===== src/design/bbn_pkg.sv =====
`timescale 1ns / 1ps
`default_nettype none
// ----------------------------------------------------------------------------
// bbn_pkg: shared types and constants of the bounding-box normaliser
// Command codes, coordinate limits and the word carried from front to back.
// ----------------------------------------------------------------------------
package bbn_pkg;

  typedef enum logic [1:0] {
    CMD_CLEAR     = 2'd0,
    CMD_MEASURE   = 2'd1,
    CMD_TRANSFORM = 2'd2,
    CMD_UNUSED    = 2'd3
  } cmd_t;

  localparam logic signed [31:0] POS_MAX = 32'sh7FFF_FFFF;
  localparam logic signed [31:0] NEG_MAX = 32'sh8000_0000;
  localparam logic [16:0] OUT_ONE = 17'h1_0000;

  typedef struct packed {
    cmd_t              cmd;
    logic signed [31:0] x;
    logic signed [31:0] y;
    logic signed [31:0] z;
  } job_t;

endpackage
`default_nettype wire


===== src/design/bbn_if.sv =====
`timescale 1ns / 1ps
`default_nettype none
// ----------------------------------------------------------------------------
// bbn_in_if / bbn_out_if: valid-ready channels of the normaliser
// Input carries a command and a vertex, output carries one normalised vertex.
// ----------------------------------------------------------------------------
interface bbn_in_if;
  logic               valid;
  logic               ready;
  logic [1:0]         command;
  logic signed [31:0] coord_x;
  logic signed [31:0] coord_y;
  logic signed [31:0] coord_z;
  modport source (output valid, command, coord_x, coord_y, coord_z, input ready);
  modport sink   (input valid, command, coord_x, coord_y, coord_z, output ready);
endinterface

interface bbn_out_if;
  logic               valid;
  logic               ready;
  logic signed [17:0] norm_x;
  logic signed [17:0] norm_y;
  logic signed [17:0] norm_z;
  logic               degenerate;
  modport source (output valid, norm_x, norm_y, norm_z, degenerate, input ready);
  modport sink   (input valid, norm_x, norm_y, norm_z, degenerate, output ready);
endinterface
`default_nettype wire


===== src/design/bounding_box_normalizer_top.sv =====
`timescale 1ns / 1ps
`default_nettype none
// ----------------------------------------------------------------------------
// bounding_box_normalizer_top: mesh normalisation into the unit cube
// Input channel in_ch takes a command word (clear, measure, transform) with
// a Q16.16 vertex; output channel out_ch gives one Q1.16 vertex and a
// degenerate flag for every transform, nothing for the other commands.
// A front stage takes words into a two-entry queue; the back stage drains it.
// Clear and measure complete when the back stage pops them. A transform
// runs its three axes through one shared multiplier (difference, multiply,
// saturate for each) and holds the result until out_ch takes it. The first
// transform after a clear or measure first finds the largest extent, then
// divides 2^32 by it bit-serially, one quotient bit per cycle. With an empty
// or flat box the division is skipped.
// Synchronous reset rst empties the queue, clears the box and the scale.
// While out_ch is stalled the result holds; the queue still takes up to two
// words before in_ch.ready drops.
// ----------------------------------------------------------------------------
module bounding_box_normalizer_top (
  input wire logic  clk,
  input wire logic  rst,
  bbn_in_if.sink    in_ch,
  bbn_out_if.source out_ch
);
  logic          q_push;
  logic          q_full;
  logic          q_pop;
  logic          q_valid;
  bbn_pkg::job_t q_in;
  bbn_pkg::job_t q_out;

  bbn_front u_front (.in_ch(in_ch), .q_full(q_full), .q_push(q_push), .q_data(q_in));

  bbn_queue u_queue (
    .clk(clk), .rst(rst), .push(q_push), .push_data(q_in), .full(q_full),
    .pop(q_pop), .not_empty(q_valid), .pop_data(q_out)
  );

  bbn_back u_back (
    .clk(clk), .rst(rst), .q_valid(q_valid), .q_data(q_out), .q_pop(q_pop),
    .out_ch(out_ch)
  );
endmodule
`default_nettype wire


===== src/design/bbn_queue.sv =====
`timescale 1ns / 1ps
`default_nettype none
// ----------------------------------------------------------------------------
// bbn_queue: short first-in first-out queue between front and back
// Two-entry register queue of accepted command words.
// ----------------------------------------------------------------------------
module bbn_queue (
  input  wire logic        clk,
  input  wire logic        rst,
  input  wire logic        push,
  input  wire bbn_pkg::job_t push_data,
  output logic             full,
  input  wire logic        pop,
  output logic             not_empty,
  output bbn_pkg::job_t    pop_data
);
  bbn_pkg::job_t slots [2];
  logic       wr_ptr;
  logic       rd_ptr;
  logic [1:0] count;

  assign full      = (count == 2'd2);
  assign not_empty = (count != 2'd0);
  assign pop_data  = slots[rd_ptr];

  always_ff @(posedge clk) begin
    if (push && !full) begin
      slots[wr_ptr] <= push_data;
    end
  end

  always_ff @(posedge clk) begin
    if (rst) begin
      wr_ptr <= 1'b0;
      rd_ptr <= 1'b0;
      count  <= 2'd0;
    end else begin
      if (push && !full) wr_ptr <= ~wr_ptr;
      if (pop && not_empty) rd_ptr <= ~rd_ptr;
      count <= count + 2'(push && !full) - 2'(pop && not_empty);
    end
  end

  assert property (@(posedge clk) disable iff (rst) count <= 2'd2)
    else $error("queue count overflow");
  assert property (@(posedge clk) disable iff (rst)
      (push && !full && !(pop && not_empty)) |=> count == $past(count) + 2'd1)
    else $error("queue push lost");
endmodule
`default_nettype wire


===== src/design/bbn_front.sv =====
`timescale 1ns / 1ps
`default_nettype none
// ----------------------------------------------------------------------------
// bbn_front: input stage of the normaliser
// Accept words, drop unused commands and pass the rest to the queue.
// ----------------------------------------------------------------------------
module bbn_front (
  bbn_in_if.sink           in_ch,
  input  wire logic        q_full,
  output logic             q_push,
  output bbn_pkg::job_t    q_data
);
  assign in_ch.ready = !q_full;
  assign q_data.cmd  = bbn_pkg::cmd_t'(in_ch.command);
  assign q_data.x    = in_ch.coord_x;
  assign q_data.y    = in_ch.coord_y;
  assign q_data.z    = in_ch.coord_z;
  assign q_push      = in_ch.valid && !q_full &&
                       (bbn_pkg::cmd_t'(in_ch.command) != bbn_pkg::CMD_UNUSED);
endmodule
`default_nettype wire


===== src/design/bbn_back.sv =====
`timescale 1ns / 1ps
`default_nettype none
// ----------------------------------------------------------------------------
// bbn_back: execution stage of the normaliser
// Hold the box, divide 2^32 by the extent bit-serially, then scale each axis
// through one shared multiplier and saturate.
// ----------------------------------------------------------------------------
module bbn_back (
  input  wire logic        clk,
  input  wire logic        rst,
  input  wire logic        q_valid,
  input  wire bbn_pkg::job_t q_data,
  output logic             q_pop,
  bbn_out_if.source        out_ch
);
  typedef enum logic [6:0] {
    S_IDLE  = 7'b0000001,
    S_EXT   = 7'b0000010,
    S_DIV   = 7'b0000100,
    S_DIFF  = 7'b0001000,
    S_MUL   = 7'b0010000,
    S_SAT   = 7'b0100000,
    S_OUT   = 7'b1000000
  } state_t;

  state_t state;
  logic signed [31:0] box_min [3];
  logic signed [31:0] box_max [3];
  logic [31:0] scale_factor;
  logic        scale_ready;
  logic        empty;
  logic [32:0] largest;
  logic [33:0] rem;
  logic [32:0] quo;
  logic [5:0]  div_cnt;
  logic [1:0]  axis;
  logic signed [31:0] pt [3];
  logic [33:0] mag;
  logic        neg;
  logic [65:0] prod;
  logic [17:0] res [3];
  logic signed [33:0] d2;
  logic signed [32:0] ext_a;
  logic [33:0] rem_sh;
  logic [49:0] shifted;
  logic [16:0] r;

  always_comb begin
    d2 = ({{2{pt[axis][31]}}, pt[axis]} <<< 1)
       - ({{2{box_min[axis][31]}}, box_min[axis]}
        + {{2{box_max[axis][31]}}, box_max[axis]});
    ext_a = {box_max[axis][31], box_max[axis]} - {box_min[axis][31], box_min[axis]};
    rem_sh = {rem[32:0], (div_cnt == 6'd32)};
    shifted = prod[65:16];
    r = (shifted > 50'(bbn_pkg::OUT_ONE)) ? bbn_pkg::OUT_ONE : shifted[16:0];
  end

  assign q_pop             = (state == S_IDLE) && q_valid;
  assign out_ch.valid      = (state == S_OUT);
  assign out_ch.norm_x     = res[0];
  assign out_ch.norm_y     = res[1];
  assign out_ch.norm_z     = res[2];
  assign out_ch.degenerate = (scale_factor == 32'd0);

  always_ff @(posedge clk) begin
    if (rst) begin
      state        <= S_IDLE;
      scale_factor <= 32'd0;
      scale_ready  <= 1'b0;
      for (int a = 0; a < 3; a++) begin
        box_min[a] <= bbn_pkg::POS_MAX;
        box_max[a] <= bbn_pkg::NEG_MAX;
      end
    end else begin
      unique case (state)
        S_IDLE: begin
          if (q_valid) begin
            pt[0] <= q_data.x;
            pt[1] <= q_data.y;
            pt[2] <= q_data.z;
            axis  <= 2'd0;
            unique case (q_data.cmd)
              bbn_pkg::CMD_CLEAR: begin
                scale_ready <= 1'b0;
                for (int a = 0; a < 3; a++) begin
                  box_min[a] <= bbn_pkg::POS_MAX;
                  box_max[a] <= bbn_pkg::NEG_MAX;
                end
              end
              bbn_pkg::CMD_MEASURE: begin
                scale_ready <= 1'b0;
                if (q_data.x < box_min[0]) box_min[0] <= q_data.x;
                if (q_data.x > box_max[0]) box_max[0] <= q_data.x;
                if (q_data.y < box_min[1]) box_min[1] <= q_data.y;
                if (q_data.y > box_max[1]) box_max[1] <= q_data.y;
                if (q_data.z < box_min[2]) box_min[2] <= q_data.z;
                if (q_data.z > box_max[2]) box_max[2] <= q_data.z;
              end
              bbn_pkg::CMD_TRANSFORM: begin
                largest <= 33'd0;
                empty   <= 1'b0;
                state   <= scale_ready ? S_DIFF : S_EXT;
              end
              default: ;
            endcase
          end
        end
        S_EXT: begin
          if (ext_a < 0) empty <= 1'b1;
          else if (33'(ext_a) > largest) largest <= 33'(ext_a);
          if (axis == 2'd2) begin
            axis    <= 2'd0;
            rem     <= 34'd0;
            quo     <= 33'd0;
            div_cnt <= 6'd32;
            state   <= S_DIV;
          end else begin
            axis <= axis + 2'd1;
          end
        end
        S_DIV: begin
          if (empty || largest == 33'd0) begin
            scale_factor <= 32'd0;
            scale_ready  <= 1'b1;
            state        <= S_DIFF;
          end else begin
            if (rem_sh >= {1'b0, largest}) begin
              rem <= rem_sh - {1'b0, largest};
              quo <= {quo[31:0], 1'b1};
            end else begin
              rem <= rem_sh;
              quo <= {quo[31:0], 1'b0};
            end
            if (div_cnt == 6'd0) begin
              scale_factor <= quo[32:31] != 2'd0 ? 32'hFFFF_FFFF
                : ((rem_sh >= {1'b0, largest}) ? {quo[30:0], 1'b1} : {quo[30:0], 1'b0});
              scale_ready  <= 1'b1;
              state        <= S_DIFF;
            end
            div_cnt <= div_cnt - 6'd1;
          end
        end
        S_DIFF: begin
          neg <= d2 < 0;
          mag <= (d2 < 0) ? 34'(-d2) : 34'(d2);
          state <= S_MUL;
        end
        S_MUL: begin
          prod  <= 66'(mag) * 66'(scale_factor);
          state <= S_SAT;
        end
        S_SAT: begin
          res[axis] <= (scale_factor == 32'd0) ? 18'd0
                     : (neg ? 18'(-{1'b0, r}) : {1'b0, r});
          if (axis == 2'd2) state <= S_OUT;
          else begin
            axis  <= axis + 2'd1;
            state <= S_DIFF;
          end
        end
        S_OUT: if (out_ch.ready) state <= S_IDLE;
        default: state <= S_IDLE;
      endcase
    end
  end

  assert property (@(posedge clk) disable iff (rst) q_pop |-> state == S_IDLE)
    else $error("pop outside idle");
  assert property (@(posedge clk) disable iff (rst)
      (out_ch.valid && !out_ch.ready) |=> out_ch.valid)
    else $error("result dropped");
  assert property (@(posedge clk) disable iff (rst)
      state == S_DIFF |-> scale_ready)
    else $error("transform without scale");
endmodule
`default_nettype wire

===== src/flat_wrapper.sv =====
// flat-port wrapper written by rule: the top's interface ports become plain ports
module bounding_box_normalizer_top_flat 
  (clk, rst, in_ch_valid, in_ch_command, in_ch_coord_x, in_ch_coord_y, in_ch_coord_z, in_ch_ready, out_ch_valid, out_ch_norm_x, out_ch_norm_y, out_ch_norm_z, out_ch_degenerate, out_ch_ready);
  bbn_in_if in_ch_i ();
  bbn_out_if out_ch_i ();
  input wire logic clk;
  input wire logic rst;
  input wire logic [$bits(in_ch_i.valid)-1:0] in_ch_valid;
  input wire logic [$bits(in_ch_i.command)-1:0] in_ch_command;
  input wire logic [$bits(in_ch_i.coord_x)-1:0] in_ch_coord_x;
  input wire logic [$bits(in_ch_i.coord_y)-1:0] in_ch_coord_y;
  input wire logic [$bits(in_ch_i.coord_z)-1:0] in_ch_coord_z;
  output wire logic [$bits(in_ch_i.ready)-1:0] in_ch_ready;
  output wire logic [$bits(out_ch_i.valid)-1:0] out_ch_valid;
  output wire logic [$bits(out_ch_i.norm_x)-1:0] out_ch_norm_x;
  output wire logic [$bits(out_ch_i.norm_y)-1:0] out_ch_norm_y;
  output wire logic [$bits(out_ch_i.norm_z)-1:0] out_ch_norm_z;
  output wire logic [$bits(out_ch_i.degenerate)-1:0] out_ch_degenerate;
  input wire logic [$bits(out_ch_i.ready)-1:0] out_ch_ready;
  assign in_ch_i.valid = in_ch_valid;
  assign in_ch_i.command = in_ch_command;
  assign in_ch_i.coord_x = in_ch_coord_x;
  assign in_ch_i.coord_y = in_ch_coord_y;
  assign in_ch_i.coord_z = in_ch_coord_z;
  assign in_ch_ready = in_ch_i.ready;
  assign out_ch_valid = out_ch_i.valid;
  assign out_ch_norm_x = out_ch_i.norm_x;
  assign out_ch_norm_y = out_ch_i.norm_y;
  assign out_ch_norm_z = out_ch_i.norm_z;
  assign out_ch_degenerate = out_ch_i.degenerate;
  assign out_ch_i.ready = out_ch_ready;
  bounding_box_normalizer_top u_core (.clk(clk), .rst(rst), .in_ch(in_ch_i), .out_ch(out_ch_i));
endmodule

===== config.mk =====
export PLATFORM = sky130hd
export DESIGN_NAME = bounding_box_normalizer_top_flat
export DESIGN_NICKNAME = d
export VERILOG_FILES = /design/src/design/bbn_pkg.sv /design/src/design/bbn_if.sv /design/src/design/bounding_box_normalizer_top.sv /design/src/design/bbn_queue.sv /design/src/design/bbn_front.sv /design/src/design/bbn_back.sv /design/src/flat_wrapper.sv
export SDC_FILE = /design/constraint.sdc
export NUM_CORES = 2
export LEC_CHECK = 0
export BUFFER_PORTS_ARGS = -buffer_cell sky130_fd_sc_hd__buf_4
export CELL_PAD_IN_SITES_DETAIL_PLACEMENT = 1
export CELL_PAD_IN_SITES_GLOBAL_PLACEMENT = 1
export CORE_MARGIN = 8
export CORE_UTILIZATION = 25
export CTS_BUF_LIST = sky130_fd_sc_hd__clkbuf_4 sky130_fd_sc_hd__clkbuf_8
export CTS_CLUSTER_DIAMETER = 80
export DETAILED_ROUTE_END_ITERATION = 8
export PLACE_DENSITY = 0.56
export SLEW_MARGIN = 20
export SYNTH_ARGS = -nofsm -noshare
export SYNTH_HDL_FRONTEND = slang
export SYNTH_SLANG_ARGS = --single-unit

===== constraint.sdc =====
create_clock -name clk -period 8.5 [get_ports clk]
set_input_delay 1.7 -clock clk [delete_from_list [all_inputs] [get_ports clk]]
set_output_delay 1.7 -clock clk [all_outputs]
set_load 0.01 [all_outputs]

# Word level (Yosys, flattened, before mapping)
# Memories as Yosys holds them, arrays and structs flattened. A register that Yosys moved wholly into a read port is not among the register bits.
# Index checks and enable logic that the tools add are counted.
# totals
regBits	253
mem_bits_rw	538
inputBits	102
memories	5
# memory_table
name	depth	word_bits	rd	rd_clocked_by_memory_dff	write_ports	line_no	rtl
u_core.u_queue.slots	2	98	1	1	1	bbn_queue.sv:17	bbn_pkg::job_t slots [2];
u_core.u_back.box_max	3	32	4	1	3	bbn_back.sv:28	logic signed [31:0] box_max [3];
u_core.u_back.box_min	3	32	4	1	3	bbn_back.sv:27	logic signed [31:0] box_min [3];
u_core.u_back.pt	3	32	1	1	3	bbn_back.sv:37	logic signed [31:0] pt [3];
u_core.u_back.res	3	18	3	0	1	bbn_back.sv:41	logic [17:0] res [3];
# op_classes
addsub	10
multipliers	1
order_cmp	11
eq_ne	24
mux	115
n_bitwise	15
n_reduce_logical	28
# ops
operator	n
$mux W32	15
$mux W33	9
$pmux W33 S2	3
$gt A32 B32 Y1	3
$lt A32 B32 Y1	3
$mul A34 B32 Y66	1
$mux W1	63
$gt A50 B17 Y1 const B	1
$mux W7	7
$pmux W7 S7	1
$mux W18	2
$ge A34 B33 Y1	1
$lt A34 B1 Y1 const B	1
$mux W34	1
$neg A34 Y34	1
$sub A33 B33 Y34	1
$add A32 B32 Y33	1
$gt A33 B33 Y1	1
$logic_not A33 Y1	1
$lt A33 B1 Y1 const B	1
$sub A32 B32 Y33	1
$sub A33 B33 Y33	1
$logic_not A32 Y1	1
$ne A2 B2 Y1 const B	9
other kinds (38)	75

# Depth between registers and ports, before layout
# An unclocked memory read counts as a cell.
# logic_depth
word_depth	9
mapped_depth	30

# Modules after synthesis
# From an unflattened synthesis, not the netlist that was laid out.
# unflattened
hier_cells	7686
hier_area_um2	77944.8
# modules_own_cells
mod	n_inst	cells_each	area_each_um2	seq_area_each_um2
bbn_back	1	7253	69815.7	16876.2
bbn_queue	1	332	7379.6	5985.7
bbn_front	1	101	749.5	0.0

# Worst setup path after synthesis
# No wires, ideal clock.
# synth_timing
kind	flip-flop to flip-flop
startpoint	register with a tool-made name
endpoint	register u_core.u_back.largest[0], enable pin
setup_time_ns	0.470
arrival_time_ns	7.314
path_slack_ns	0.715
stages_incl_launch_ff	27
cell_sequence	dfxtp_1 > buf_6 > clkbuf_1 > clkbuf_1 > mux2i_1 > o21ai_0 > ha_1 > nor2b_1 > o21ai_0 > a31oi_1 > o21a_1 > o211ai_1 > a21oi_1 > a221oi_1 > o21bai_1 > a21oi_1 > xor2_1 > ha_1 > a21o_1 > a21o_1 > a21oi_1 > o211ai_1 > a21oi_1 > a211o_1 > a21oi_1 > o21ai_0 > a21boi_0
# synth_rtl
item	line_no	rtl
end signal, assigned	bbn_back.sv:110	else if (33'(ext_a) > largest) largest <= 33'(ext_a);
end, declared	bbn_back.sv:32	logic [32:0] largest;

# Worst setup path in the final report
# layout_timing
startpoint	register u_core.u_back.scale_factor[20]
endpoint	register u_core.u_back.prod[64], data pin
# layout_via
elab_chain_cells	1
# layout_rtl
item	line_no	rtl
start, declared	bbn_back.sv:29	logic [31:0] scale_factor;
start signal, assigned	bbn_back.sv:135	scale_factor <= quo[32:31] != 2'd0 ? 32'hFFFF_FFFF
$mul A34 B32 Y66	bbn_back.sv:149	prod <= 66'(mag) * 66'(scale_factor);
end signal, assigned	bbn_back.sv:149	
end, declared	bbn_back.sv:40	logic [65:0] prod;
# Every way passes these cells.
# A chain may end at the register's enable or synchronous reset.

==> impl_metrics.csv <==
group,metric,value,unit
status,status,"finished clean",
global_routing,grt_pass1_vias,60000,
setup_path,startpoint,"u_core.u_back.scale_factor[20]",
sta,fin_worst_skew,94.9,ps
route,drt_pass1_iterations,5,
placed_design,post-dp-hpwl,196000,um
sta,rsz0062_at_grt,"no",
layout,utilization,0.284,
floorplanning,dieHeight,571,um
synth,async_flop_share,0,
route,avgViaCountPerCell,4.48,
layout,instances_no_fill,12000,
sta,fin_crit_sh,0.961,
global_routing,grt_max_degree,73,
global_routing,grt_pass1_wl,367000,um
clock_tree,cts_hold_buf,0,
route,routed_wl,237000,um
synth,ys_ff_latch,777,
layout,num-nets-final,9490,
global_routing,grt.total_usage,0.144,
clock_tree,cts_num_sinks,777,
placed_design,dp.cells,11700,
sta,setup_viol,0,
synth,seq_area_frac_synth,0.297,
layout,seqCellArea,0.0229,mm^2
synth,yosysMostFrequentCell,"inv_1",
synth,yosys-top-cells-count,"inv_1 (1341), fa_1 (989), nand2_1 (959)",
route,drc_errors,0,
sta,maxSlewViolCount,0,
sta,setup_tns,0,ps
synth,synth_flop_cell,"edfxtp_1",
synth,yosys.area.top_type,"edfxtp_1",
run,maxCapViolCount,0,
min_path,holdPathEnd,"u_core.u_back.scale_ready",
min_path,hold_depth,2,
floorplanning,num_rows,203,
setup_path,reg2reg_to,"u_core.u_back.prod[64]",
layout,area_delta_synth_final,12.8,%
route,wl_per_cell,19.8,um
setup_path,critPathMaxFanout,16,
setup_path,timing.rr.start,"u_core.u_back.scale_factor[20]",
min_path,hp-class,"reg2reg",
route,antenna_left,0,
layout,multi_input_area,0.0478,mm^2
route,drtIter0Drc,2802,
setup_path,crit_family,"adder cells",
synth,synth-edff-count,730,
sta,relSlewSlack,0.256,
setup_path,cp.required,9030,ps
setup_path,cp_slowest_stage_delay,820,ps
setup_path,crit_buf_inv,3,
sta,finalHoldViolCount,0,
power,power,24.5,mW
synth,synth.avg_cell_area,10.1,um^2
setup_path,path_cells,"and2_1 -> fa_1 -> inv_1 -> fa_1 -> inv_1 -> fa_1 -> fa_1 -> fa_1 -> fa_1 -> fa_1 -> fa_1 -> ha_1 -> a21o_1 -> a21o_1 -> a21oi_1 -> nor2b_1 -> o21ai_0 -> buf_4 -> a21oi_1 -> or3_1 -> o31ai_2 -> a2111oi_0 -> nor3_1 -> xor2_1",
global_routing,antenna_found_initial,6,
floorplanning,core,0.306,mm^2
power,leakage,40.1,nW
power,ir_worst_vdd,0.560,mV
floorplanning,ios,159,
layout,fill_cells,34800,
global_routing,grt-ovfl-total,0,
sta,fin_crit,8170,ps
placed_design,pre_cts_slack,110,ps
synth,synth_nets,9335,
clock_tree,clock_path_buffers,4,
synth,ys_types,87,
setup_path,endpoint_kind,"flip-flop",
clock_tree,cts_tree,"yes",
clock_tree,numCtsBuffers,148,
sta,tightest_slew,1100,ps
placed_design,port-buffer-count,158,
route,vias,53700,
floorplanning,die_area,0.326,mm^2
sta,timing.fmax,122,MHz
setup_path,worst-setup-path-type,"reg2reg",
setup_path,reg2regPathDepth,24,
clock_tree,cts_htree_levels,4,
synth,synth_area_leaders,"edfxtp_1 (28%), fa_1 (26%), ha_1 (10%)",
clock_tree,root_buffer,"clkbuf_8",
synth,post_synth_inst_count,7622,
layout,drive_gt1_frac,0.0852,
synth,yosysTopAreaCellShare,0.285,
floorplanning,start_util,0.252,
setup_path,path_common_cell,"fa_1",
clock_tree,clock_latency,900,ps
setup_path,arrival,8700,ps
clock_tree,cts.clk_slew.worst_paths,60,ps
min_path,hold_start,"u_core.u_back.scale_ready",
setup_path,cp_slowest_cell,"dfxtp_1",
floorplanning,die_x,571,um
synth,netlist_area,0.0770,mm^2
setup_path,r2r_setup_slack,330,ps
power,power_density,282,mW/mm^2
placed_design,globalplace.congestion,0.846,
sta,final.setup.worst_slack,332,ps
synth,yosysWarnings,0,
setup_path,start_kind,"flip-flop",
[worst max path at each step]
stage | to | cells past startpoint
2_1_floorplan | u_core.u_back.largest[0] | 26
3_3_place_gp | u_core.u_back.prod[64] | 24
3_5_place_dp | u_core.u_back.prod[61] | 25
4_1_cts | u_core.u_back.prod[61] | 25
5_1_grt | u_core.u_back.prod[61] | 26
6_report | u_core.u_back.prod[64] | 24
[worst reg2reg max path: cells and delay by family, from the launching register on]
family | cells | cell delay [ps]
flip-flops | 1 | 820
AO/OA/AOI/OAI | 7 | 1440
adder cells (fa/ha/maj) | 9 | 4250
XOR/XNOR | 1 | 160
AND/OR/NAND/NOR | 4 | 870
buffers and inverters | 3 | 340
[layer usage]
layer	vias up	GRT usage	share of wire
met3	231	0.0199	0.041
met4	0	0.0293	0.019
met1	27800	0.204	0.48
met5	-	0	0
met2	932	0.234	0.46
li1	24800	-	-
[registers in the layout, indices dropped and copies added (netlist names), 2 cells and up, named ones only]
signal	flops
u_core.u_back.scale_factor	32
u_core.u_back.axis	2
u_core.u_back.box_max	96
u_core.u_back.res	54
u_core.u_back.quo	33
u_core.u_back.pt	96
u_core.u_back.prod	50
u_core.u_back.state	7
u_core.u_back.rem	33
u_core.u_queue.count	2
u_core.u_back.largest	32
u_core.u_back.box_min	96
u_core.u_queue.slots	196
u_core.u_back.mag	34
u_core.u_back.div_cnt	6
[power by group]
part,internal (mW),switching [mW]
clock,1.99,1.72
combinational,5.05,10.2
sequential,5.29,0.283
[placed cells by master (no fill, tap or decap), types with 17 or more instances in the layout]
master    instances
clkinv_2         17
xnor2_1         103
fa_1            989
buf_4           353
a31oi_1          28
and2_1          519
o21a_1           73
nand2b_1         29
nand4_1          68
ha_1            622
a21o_1          141
nand3_1          52
clkinv_1         38
nor4_1           44
o21bai_1         38
clkbuf_4         33
nor3_1           56
buf_12           20
nand2_1         959
clkbuf_8        152
xor2_1           68
inv_1          1341
a211oi_1         22
dfxtp_1          29
nor2_1          343
or3_1            19
o21ai_0         172
edfxtp_1        730
and3_1           25
a21oi_1         296
mux2i_1         203
nor2b_1          41
[repair_timing]
action / 4_1_cts / 5_1_grt
hold endpoints to repair: 0 / 0
setup endpoints to repair: 1 / 11
resized for setup: 0 / 21
buffers inserted: 2 / 25
[logic make-up (layout without fill, tap and decap cells)]
group,count (synthesis),count (layout),synth area share
and+or+nand+nor,2213,2213,0.137
buffers and inverters,1713,1976,0.0837
adders and majority gates,1611,1611,0.358
AOI/OAI and AO/OA,929,929,0.0773
DFF,777,777,0.297
muxes,207,207,0.0270
xor gates and xnor gates,172,172,0.0196
other,0,4,0
[layout make-up]
type                       count  share of cell area
sequential                   777               0.264
clock inverter                73             0.00584
antenna                        4            0.000115
multi-input combinational   5132               0.551
clock buffer                 185              0.0269
tap                         4100              0.0591
timing repair buffer         376              0.0355
inverter                    1342              0.0580
[per-stage QoR]
step | instance area [um^2] | hold slack, ps
detailed placement | 83600 | 491
global route | 86800 | 530
finish | 86800 | 495
floorplan | 77000 | 448
global placement | 83600 | 478
CTS | 86500 | 501
Power figures use the tool's default switching activity.
